`config.mk`:
```
export PLATFORM = sky130hd
export DESIGN_NAME = arm_stack_frame_tracker_top
export DESIGN_NICKNAME = d
export VERILOG_FILES = /design/src/sv/asft_pkg.sv /design/src/sv/arm_stack_frame_tracker_top.sv
export SDC_FILE = /design/constraint.sdc
export NUM_CORES = 1
export LEC_CHECK = 0
export ABC_AREA = 1
export BUFFER_PORTS_ARGS = -buffer_cell sky130_fd_sc_hd__buf_2
export CORE_MARGIN = 1.5
export CORE_UTILIZATION = 55
export CTS_CLUSTER_DIAMETER = 60
export DETAILED_ROUTE_END_ITERATION = 7
export GPL_TIMING_DRIVEN = 0
export PLACE_DENSITY_LB_ADDON = 0.12
export SLEW_MARGIN = 10
export SYNTH_ARGS = -nofsm -noshare
export SYNTH_HDL_FRONTEND = slang
export SYNTH_SLANG_ARGS = --single-unit
```
`constraint.sdc`:
```
create_clock -name clk -period 7.3 [get_ports clk]
set_input_delay 1.46 -clock clk [delete_from_list [all_inputs] [get_ports clk]]
set_output_delay 1.46 -clock clk [all_outputs]
set_load 0.05 [all_outputs]
```
`src/sv/asft_pkg.sv`:
```
`timescale 1ns / 1ps
// ----------------------------------------------------------------------------
// asft_pkg
// shared constants, decode codes and helpers for the stack frame tracker
// ----------------------------------------------------------------------------
package asft_pkg;

  localparam int unsigned WORD_W = 32;

  localparam logic [3:0] COND_ALWAYS = 4'he;
  localparam logic [3:0] REG_SP      = 4'd13;
  localparam logic [3:0] REG_LR      = 4'd14;

  localparam logic [WORD_W-1:0] UNKNOWN_POS = '1;

  // instruction class field [27:25]
  localparam logic [2:0] CLS_DP_REG  = 3'd0;
  localparam logic [2:0] CLS_DP_IMM  = 3'd1;
  localparam logic [2:0] CLS_LS_IMM  = 3'd2;
  localparam logic [2:0] CLS_LS_REG  = 3'd3;
  localparam logic [2:0] CLS_BLOCK   = 3'd4;
  localparam logic [2:0] CLS_BRANCH  = 3'd5;
  localparam logic [2:0] CLS_COPROC  = 3'd6;
  localparam logic [2:0] CLS_OTHER   = 3'd7;

  localparam logic [3:0] OP_SUB = 4'd2;
  localparam logic [3:0] OP_ADD = 4'd4;

  // block transfer addressing mode, {P, U}
  localparam logic [1:0] MODE_DA = 2'b00;
  localparam logic [1:0] MODE_IA = 2'b01;
  localparam logic [1:0] MODE_DB = 2'b10;
  localparam logic [1:0] MODE_IB = 2'b11;

  // command carried in tuser
  localparam logic CMD_LOAD    = 1'b0;
  localparam logic CMD_ANALYZE = 1'b1;

  typedef logic [WORD_W-1:0] word_t;

  // effect of one instruction on the frame state
  typedef struct packed {
    logic  move;      // add delta to frame (and to a known lr offset)
    word_t delta;
    logic  lr_set;    // overwrite lr offset
    word_t lr_value;
  } effect_t;

  function automatic logic [4:0] popcount16(input logic [15:0] v);
    logic [4:0] c;
    c = '0;
    for (int i = 0; i < 16; i++) begin
      c = c + {4'd0, v[i]};
    end
    return c;
  endfunction

  // 8-bit immediate rotated right by twice the rotate field
  function automatic word_t rot_imm(input logic [11:0] f);
    logic [2*WORD_W-1:0] dbl;
    logic [4:0]          amt;
    dbl = {{(WORD_W-8){1'b0}}, f[7:0], {(WORD_W-8){1'b0}}, f[7:0]};
    amt = {f[11:8], 1'b0};
    return dbl[amt +: WORD_W];
  endfunction

endpackage

```
`src/sv/arm_stack_frame_tracker_top.sv`:
```
`timescale 1ns / 1ps
// ----------------------------------------------------------------------------
// arm_stack_frame_tracker_top
// tracks stack frame size and saved lr offset over a stream of arm words
// ----------------------------------------------------------------------------
//  channel | dir | tdata (low bit up)                               | tuser
//  s_*     | in  | instruction, load_frame_size, load_lr_offset (96) | cmd
//  m_*     | out | frame_size, lr_offset (64)                        | lr_known
//
//  one word per cycle sustained while the output is not stalled; a word
//  sits in the input register, where decode, popcount and the frame add
//  are done, then lands in the output register together with the state update.
//  output valid is set from the input register's valid when the word advances.
//  rst clears both stages; frame size resets to 0, lr offset to unknown (-1).
//  a stalled output keeps its word; the input register still fills behind it.
// ----------------------------------------------------------------------------
module arm_stack_frame_tracker_top
  import asft_pkg::*;
(
  input  logic        clk,
  input  logic        rst,
  input  logic        s_tvalid,
  output logic        s_tready,
  input  logic [95:0] s_tdata,   // instruction, load_frame_size, load_lr_offset
  input  logic        s_tuser,   // cmd
  output logic        m_tvalid,
  input  logic        m_tready,
  output logic [63:0] m_tdata,   // frame_size, lr_offset
  output logic        m_tuser    // lr_known
);

  logic  in_valid;
  logic  in_cmd;
  word_t in_instr;
  word_t in_frame;
  word_t in_lr;

  word_t frame_bytes;
  word_t saved_lr_pos;
  word_t frame_bytes_next;
  word_t saved_lr_pos_next;

  logic  advance;
  effect_t eff;

  assign advance  = in_valid && (!m_tvalid || m_tready);
  assign s_tready = !in_valid || advance;

  // decode
  logic [3:0]  cond, op, rn, rd;
  logic [2:0]  cls;
  logic        bit_p, bit_u, bit_w, bit_l;
  logic [4:0]  n_regs, k_pos;
  word_t       bytes, k4, ls_off, cp_off, imm;
  logic        lr_store;

  always_comb begin
    cond   = in_instr[31:28];
    cls    = in_instr[27:25];
    op     = in_instr[24:21];
    bit_p  = in_instr[24];
    bit_u  = in_instr[23];
    bit_w  = in_instr[21];
    bit_l  = in_instr[20];
    rn     = in_instr[19:16];
    rd     = in_instr[15:12];
    n_regs = popcount16(in_instr[15:0]);
    k_pos  = popcount16({2'b00, in_instr[13:0]});
    bytes  = {{(WORD_W-7){1'b0}}, n_regs, 2'b00};
    k4     = {{(WORD_W-7){1'b0}}, k_pos, 2'b00};
    imm    = rot_imm(in_instr[11:0]);
    ls_off = {{(WORD_W-12){1'b0}}, in_instr[11:0]};
    if (bit_u) begin
      ls_off = '0 - ls_off;
    end
    cp_off = {{(WORD_W-10){1'b0}}, in_instr[7:0], 2'b00};
    if (bit_u) begin
      cp_off = '0 - cp_off;
    end
    lr_store = !bit_l && (rd == REG_LR);

    eff = '0;
    if (cond == COND_ALWAYS && rn == REG_SP) begin
      unique case (cls)
        CLS_DP_IMM: begin
          if (rd == REG_SP) begin
            if (op == OP_SUB) begin
              eff.move  = 1'b1;
              eff.delta = imm;
            end else if (op == OP_ADD) begin
              eff.move  = 1'b1;
              eff.delta = '0 - imm;
            end
          end
        end
        CLS_LS_IMM: begin
          eff.delta    = ls_off;
          eff.lr_set   = lr_store;
          eff.lr_value = ls_off;
          if (bit_p) begin
            if (bit_w) begin
              eff.move     = 1'b1;
              eff.lr_value = '0;
            end
          end else begin
            eff.move = 1'b1;
          end
        end
        CLS_BLOCK: begin
          if (n_regs != '0) begin
            eff.move   = bit_w;
            eff.lr_set = !bit_l && in_instr[REG_LR];
            unique case ({bit_p, bit_u})
              MODE_IA: begin
                eff.delta    = '0 - bytes;
                eff.lr_value = k4 - bytes;
              end
              MODE_IB: begin
                eff.delta    = '0 - bytes;
                eff.lr_value = k4 + word_t'(4) - bytes;
              end
              MODE_DA: begin
                eff.delta    = bytes;
                eff.lr_value = k4 + word_t'(4);
              end
              MODE_DB: begin
                eff.delta    = bytes;
                eff.lr_value = k4;
              end
            endcase
          end
        end
        CLS_COPROC: begin
          eff.move  = bit_w;
          eff.delta = cp_off;
        end
        CLS_DP_REG, CLS_LS_REG, CLS_BRANCH, CLS_OTHER: begin
          eff = '0;
        end
      endcase
    end
  end

  always_comb begin
    frame_bytes_next  = frame_bytes;
    saved_lr_pos_next = saved_lr_pos;
    if (in_cmd == CMD_LOAD) begin
      frame_bytes_next  = in_frame;
      saved_lr_pos_next = in_lr;
    end else begin
      if (eff.move) begin
        frame_bytes_next = frame_bytes + eff.delta;
        if (saved_lr_pos != UNKNOWN_POS) begin
          saved_lr_pos_next = saved_lr_pos + eff.delta;
        end
      end
      if (eff.lr_set) begin
        saved_lr_pos_next = eff.lr_value;
      end
    end
  end

  always_ff @(posedge clk) begin
    if (rst) begin
      in_valid     <= 1'b0;
      m_tvalid     <= 1'b0;
      frame_bytes  <= '0;
      saved_lr_pos <= UNKNOWN_POS;
    end else begin
      if (s_tvalid && s_tready) begin
        in_valid <= 1'b1;
      end else if (advance) begin
        in_valid <= 1'b0;
      end
      if (advance) begin
        m_tvalid     <= 1'b1;
        frame_bytes  <= frame_bytes_next;
        saved_lr_pos <= saved_lr_pos_next;
      end else if (m_tready) begin
        m_tvalid <= 1'b0;
      end
    end
  end

  always_ff @(posedge clk) begin
    if (s_tvalid && s_tready) begin
      in_cmd   <= s_tuser;
      in_instr <= s_tdata[31:0];
      in_frame <= s_tdata[63:32];
      in_lr    <= s_tdata[95:64];
    end
    if (advance) begin
      m_tdata <= {saved_lr_pos_next, frame_bytes_next};
      m_tuser <= (saved_lr_pos_next != UNKNOWN_POS);
    end
  end

endmodule

```
**Yosys cells after proc, flatten, opt, wreduce, memory -nomap -nowiden**

Cells that the tools add are included.

- Reductions and logical operators: 18
- Add/sub/neg operators: 24
- Shift-type cells: 1
- Equal/unequal tests: 18
- Multiplexer cells: 25

Operators by type and width:

| kind | number |
|---|---|
| $mux W32 | 10 |
| $pmux W33 S5 | 1 |
| $mux W66 | 2 |
| $pmux W32 S4 | 1 |
| $mux W33 | 3 |
| $pmux W33 S2 | 1 |
| $add A32 B32 Y32 | 2 |
| $ne A32 B32 Y1 const B | 2 |
| $pmux W32 S2 | 1 |
| $shiftx A64 B6 Y32 | 1 |
| $add A5 B1 Y5 | 11 |
| $sub A1 B32 Y32 const A | 1 |
| $sub A32 B7 Y32 | 1 |
| $eq A4 B4 Y1 const B | 4 |
| $sub A1 B12 Y13 const A | 1 |
| $eq A3 B3 Y1 const B | 4 |
| $sub A1 B10 Y11 const A | 1 |
| $add A7 B3 Y8 const B | 1 |
| $sub A1 B7 Y8 const A | 1 |
| $sub A7 B7 Y8 | 1 |
| $eq A3 B2 Y1 const B | 2 |
| $mux W1 | 6 |
| $add A4 B1 Y5 | 1 |
| $logic_and A1 B1 Y1 | 5 |
| other kinds (16) | 22 |

- Flip-flop bits (word level): 228
- Input port bits: 101
- Output and inout bits: 67
- Word-level logic and storage cells: 96

**Logic depth before layout (Yosys ltp)**

- Depth in word-level cells: 26
- Depth in mapped cells: 47
- Mapped depth without buffers: 45

**Worst setup path before layout**

No wires, ideal clock.

- Kind: reg2reg
- From: register in_instr[0]
- To: register m_tuser, data pin
- Setup time: 0.260 ns
- Required time: 7.040 ns
- Path slack: -0.033 ns
- Arrival: 7.073 ns
- Period minus slack after synthesis: 7.333 ns
- Path buffers: 0
- Cell stages (with the launch flop): 43
- Path through: edfxtp_1 > inv_1 > fa_1 > fa_1 > fa_1 > fa_1 > inv_1 > ha_1 > fa_1 > or2_1 > nand2_1 > nor3_1 > ha_1 > nor3_1 > ha_1 > nor2_2 > nand3_1 > nand2_1 > (+7 left out) > a21oi_1 > o21ai_0 > a31oi_1 > nand2_2 > nand2_2 > nand3_2 > nand2_1 > nand2_1 > nand2_1 > nand3_1 > nand2_1 > nand2_1 > nand2_2 > nand2_1 > clkinv_1 > nand3_1 > nor2_1 > nand3_1

- Cells in the longest elaborated chain, start to end: 26
- Elaborated cells on any way between the ends: 43
- Classes of those cells: add/sub: 23; eq/ne: 1; shift: 1; mux: 17; reduce/logical: 1

Ends and longest elaborated chain:

| element | line | RTL |
|---|---|---|
| start: declaration | arm_stack_frame_tracker_top.sv:34 | `word_t in_instr;` |
| start signal: assignment | arm_stack_frame_tracker_top.sv:188 | `in_instr <= s_tdata[31:0];` |
| $add A1 B1 Y2 | asft_pkg.sv:53 | `c = c + {4'd0, v[i]};` |
| $add A2 B1 Y3 | asft_pkg.sv:53 |  |
| $add A3 B1 Y4 | asft_pkg.sv:53 |  |
| $add A4 B1 Y5 | asft_pkg.sv:53 |  |
| $add A5 B1 Y5 (11 in a row) | asft_pkg.sv:53 |  |
| $sub A1 B7 Y8 | arm_stack_frame_tracker_top.sv:115, arm_stack_frame_tracker_top.sv:119 |  |
| $pmux W32 S2 | arm_stack_frame_tracker_top.sv:113 | `unique case ({bit_p, bit_u})` |
| $mux W66 | arm_stack_frame_tracker_top.sv:110 | `if (n_regs != '0) begin` |
| $pmux W33 S5 | arm_stack_frame_tracker_top.sv:84 | `unique case (cls)` |
| $mux W66 * | arm_stack_frame_tracker_top.sv:83 | `if (cond == COND_ALWAYS && rn == REG_SP) begin` |
| $add A32 B32 Y32 | arm_stack_frame_tracker_top.sv:154 | `saved_lr_pos_next = saved_lr_pos + eff.delta;` |
| $mux W32 | arm_stack_frame_tracker_top.sv:153 | `if (saved_lr_pos != UNKNOWN_POS) begin` |
| $mux W32 | arm_stack_frame_tracker_top.sv:151 | `if (eff.move) begin` |
| $mux W32 * | arm_stack_frame_tracker_top.sv:157 | `if (eff.lr_set) begin` |
| $mux W32 * | arm_stack_frame_tracker_top.sv:147 | `if (in_cmd == CMD_LOAD) begin` |
| net saved_lr_pos_next[26] | arm_stack_frame_tracker_top.sv:41 | `word_t saved_lr_pos_next;` |
| $ne A32 B32 Y1 * | arm_stack_frame_tracker_top.sv:194 | `m_tuser <= (saved_lr_pos_next != UNKNOWN_POS);` |
| end signal: assignment | arm_stack_frame_tracker_top.sv:194 |  |
| end: declaration | arm_stack_frame_tracker_top.sv:29 | `output logic m_tuser` |

The timed path passes the listed nets; every way through them passes the cells marked *.
A chain may end at the register's enable or synchronous reset.

**Worst setup path after layout**

Same ends and word-level chain as after synthesis.

==> flow_summary.json <==
{
  "ant_nets": 0,
  "yosys-top-cells-count": "552 x nand2_1, 271 x inv_1, 210 x a21oi_1, 195 x nor2_1, 163 x nand3_1",
  "synth_area_per_cell_sq_um": 7.27,
  "endpoint_kind": "register",
  "drv_slew": 0,
  "synth_area_leaders": "edfxtp_1 29%, nand2_1 12%, dfxtp_1 7.9%",
  "cts_root_buf": "clkbuf_16",
  "hold_depth": 2,
  "wire_per_inst_microns": 20.8,
  "critPathBufInv": 4,
  "tightest_slew_ps": 1140,
  "track_usage_pct": 38.4,
  "rows": 63,
  "final-setup-viol-count": 5,
  "synthDistinctLibCells": 64,
  "insertion_delay_ps": 570,
  "grt_pass1_wl_mm": 92.2,
  "antenna_found_initial": 1,
  "initial_core_util_pct": 56.0,
  "crit_path_frequent_cell": "ha_4",
  "vias": 18000,
  "skew_ps": 11.0,
  "cap_viol_max_count": 0,
  "antennaDiodeCount": 0,
  "cp.depth": 39,
  "cts_tree": "yes",
  "top_usage_layer": "met2",
  "max_stage_delay_ps": 590,
  "use_met2_pct": 62.5,
  "arrival_ps": 7800,
  "grt_use_met3_pct": 7.52,
  "synth-seq-cells": 228,
  "dieArea_sq_mm": 0.0314,
  "cts_buffers": 26,
  "clock_path_buffers": 3,
  "final_cells": 2989,
  "syn_nets": 2478,
  "synth_cells": 2295,
  "worstHoldPathType": "reg -> reg",
  "async_flop_share_pct": 0,
  "yosysMostFrequentCell": "nand2_1",
  "yosysSeqAreaShare_pct": 37.1,
  "clock.fmax_ghz": 0.134,
  "cts.clk_slew.worst_paths_ps": 60,
  "reg2regPathDepth": 39,
  "rsz0062_at_grt": "true",
  "violations": "negative setup slack",
  "drt_first_pass_iters": 6,
  "grt_remaining_overflow": 0,
  "gr-usage-met1_pct": 49.5,
  "htreeDepth": 1,
  "fp.dieH_microns": 177,
  "portBuffers": 166,
  "total_power_uw": 4990,
  "cts_sinks": 228,
  "dp_hpwl_mm": 46.6,
  "remaining_drc_errors": 0,
  "ir_drop_uv": 320,
  "dp.cells": 2853,
  "synth_edf_count": 162,
  "drt_wl_total_mm": 62.1,
  "final_util_pct": 71.6,
  "status": "complete, but fails checks",
  "placed_area_sq_mm": 0.0181,
  "synth_area_sq_mm": 0.0167,
  "gp_congestion": 1.05,
  "design_area_sq_mm": 0.0213,
  "synth_top_area_share_pct": 29.1,
  "synthFlopType": "edfxtp_1",
  "required_ps": 7620,
  "drtIter0Drc": 2128,
  "grt_max_degree": 66,
  "finalCritPeriodShare_pct": 103,
  "io_pins": 168,
  "crit_slowest_cell": "fa_1",
  "cp_max_fo": 4,
  "core_area_sq_mm": 0.0298,
  "pwr_density_cell_mw_per_mm2": 234,
  "power_leakage_uw": 0.00966,
  "synthToLayoutAreaGrowth_pct": 27.8,
  "viasPerCell": 6.03,
  "min_period_ps": 7490,
  "worstSetupPathType": "reg -> reg",
  "grt_pass1_vias": 16900,
  "die_w_microns": 177,
  "hold_viol": 0,
  "nNetsFinal": 2762,
  "layout-drive-gt1-share_pct": 28.5,
  "crit_family": "adder cells",
  "yosysWarnings": 0,
  "start_kind": "register",
  "relSlewSlack_pct": 24.3,
  "yosysTopAreaCell": "edfxtp_1",
  "setup_ws_ps": -186
}
-- registers in the layout (all words and copies together), names as in the netlist --
name,cells
in_instr,32
m_tuser,1
m_tdata,64
in_frame,32
saved_lr_pos,32
in_cmd,1
in_lr,32
m_tvalid,1
frame_bytes,32
in_valid,1
-- per-stage QoR --
stage | TNS, ps | worst slack [ps] | hold WS (ps)
after floorplan | 0 | 32.4 | 493
after global placement | -85620 | -1660 | 500
after detailed placement | -93910 | -1830 | 513
after CTS | -285 | -157 | 522
after global routing | -4920 | -422 | 572
final | -653 | -186 | 539
-- repair_timing --
item                       4_1_cts  5_1_grt
cloned                           1        0
setup endpoints to repair      101       77
resized for setup              156      258
hold buffers                     0        0
pin swaps                       56      120
setup buffers                   45       42
-- report_power, final --
group / switching, uW / leakage, uW / total [uW] / internal [uW]
sequential: 64.2 / 0.00210 / 1540 / 1480
combinational: 1240 / 0.00714 / 2110 / 870
clock: 578 / 0.000421 / 1330 / 754
total: 1880 / 0.00966 / 4990 / 3100
-- cells in the final DEF (no fill, tap or decap), drive strengths merged, types with 2 or more instances in the layout --
| cell | count |
|---|---|
| a211oi | 4 |
| a21boi | 7 |
| a21o | 4 |
| a21oi | 214 |
| a221oi | 3 |
| a22oi | 2 |
| a31oi | 7 |
| buf | 286 |
| bufinv | 2 |
| clkbuf | 70 |
| clkinv | 16 |
| clkinvlp | 5 |
| dfxtp | 66 |
| edfxtp | 162 |
| fa | 13 |
| ha | 69 |
| inv | 291 |
| nand2 | 613 |
| nand3 | 180 |
| nand3b | 7 |
| nand4 | 55 |
| nor2 | 210 |
| nor3 | 26 |
| nor4 | 8 |
| o2111ai | 4 |
| o211ai | 12 |
| o21a | 4 |
| o21ai | 187 |
| o21bai | 14 |
| o22ai | 2 |
| o31ai | 6 |
| or2 | 10 |
| xnor2 | 7 |
| xor2 | 27 |
-- kinds of logic (layout without fill, tap and decap cells) --
family | count (synthesis) | count (layout) | share of synthesized area [%]
simple gates | 1110 | 1111 | 30.1
compound gates | 473 | 473 | 15.6
buf+inv | 367 | 670 | 8.67
flops | 228 | 228 | 37.1
fa+ha+maj | 82 | 82 | 6.73
xor+xnor | 34 | 34 | 1.78
mux | 1 | 1 | 0.0674
-- per-layer routing --
metal / share of wire [%] / routed length [microns] / vias to the layer above
met3: 9.7 / 6050 / 196
met5: 0.021 / 13 / -
met2: 46 / 28500 / 1080
met1: 40 / 24700 / 8465
li1: - / - / 8275
met4: 4.6 / 2840 / 2
-- final timing paths --
kind                                  start       end  slack, ps
worst min register to register     m_tvalid  m_tvalid        540
worst max register to register  in_instr[0]   m_tuser       -190
worst max-delay path            in_instr[0]   m_tuser       -190
worst min-delay path               m_tvalid  m_tvalid        540
-- worst reg2reg max path, delay by kind of cell, from the launching register on --
family	cells	cell delay, ps
buf+inv	4	470
compound gates	4	570
simple gates	21	2150
flops	1	470
fa+ha+maj	10	3570
-- final cells by class --
| type | count | area (sq um) |
|---|---|---|
| multi-input cells | 1701 | 10700 |
| inverters | 295 | 1140 |
| clock inverters | 19 | 196 |
| flip-flops and latches | 228 | 6190 |
| well taps | 390 | 488 |
| plain buffers | 72 | 343 |
| repair buffers | 255 | 1600 |
| fillers | 2404 | 8460 |
| clock buffers | 29 | 682 |
No activity file was read; power rests on OpenSTA's default activity.
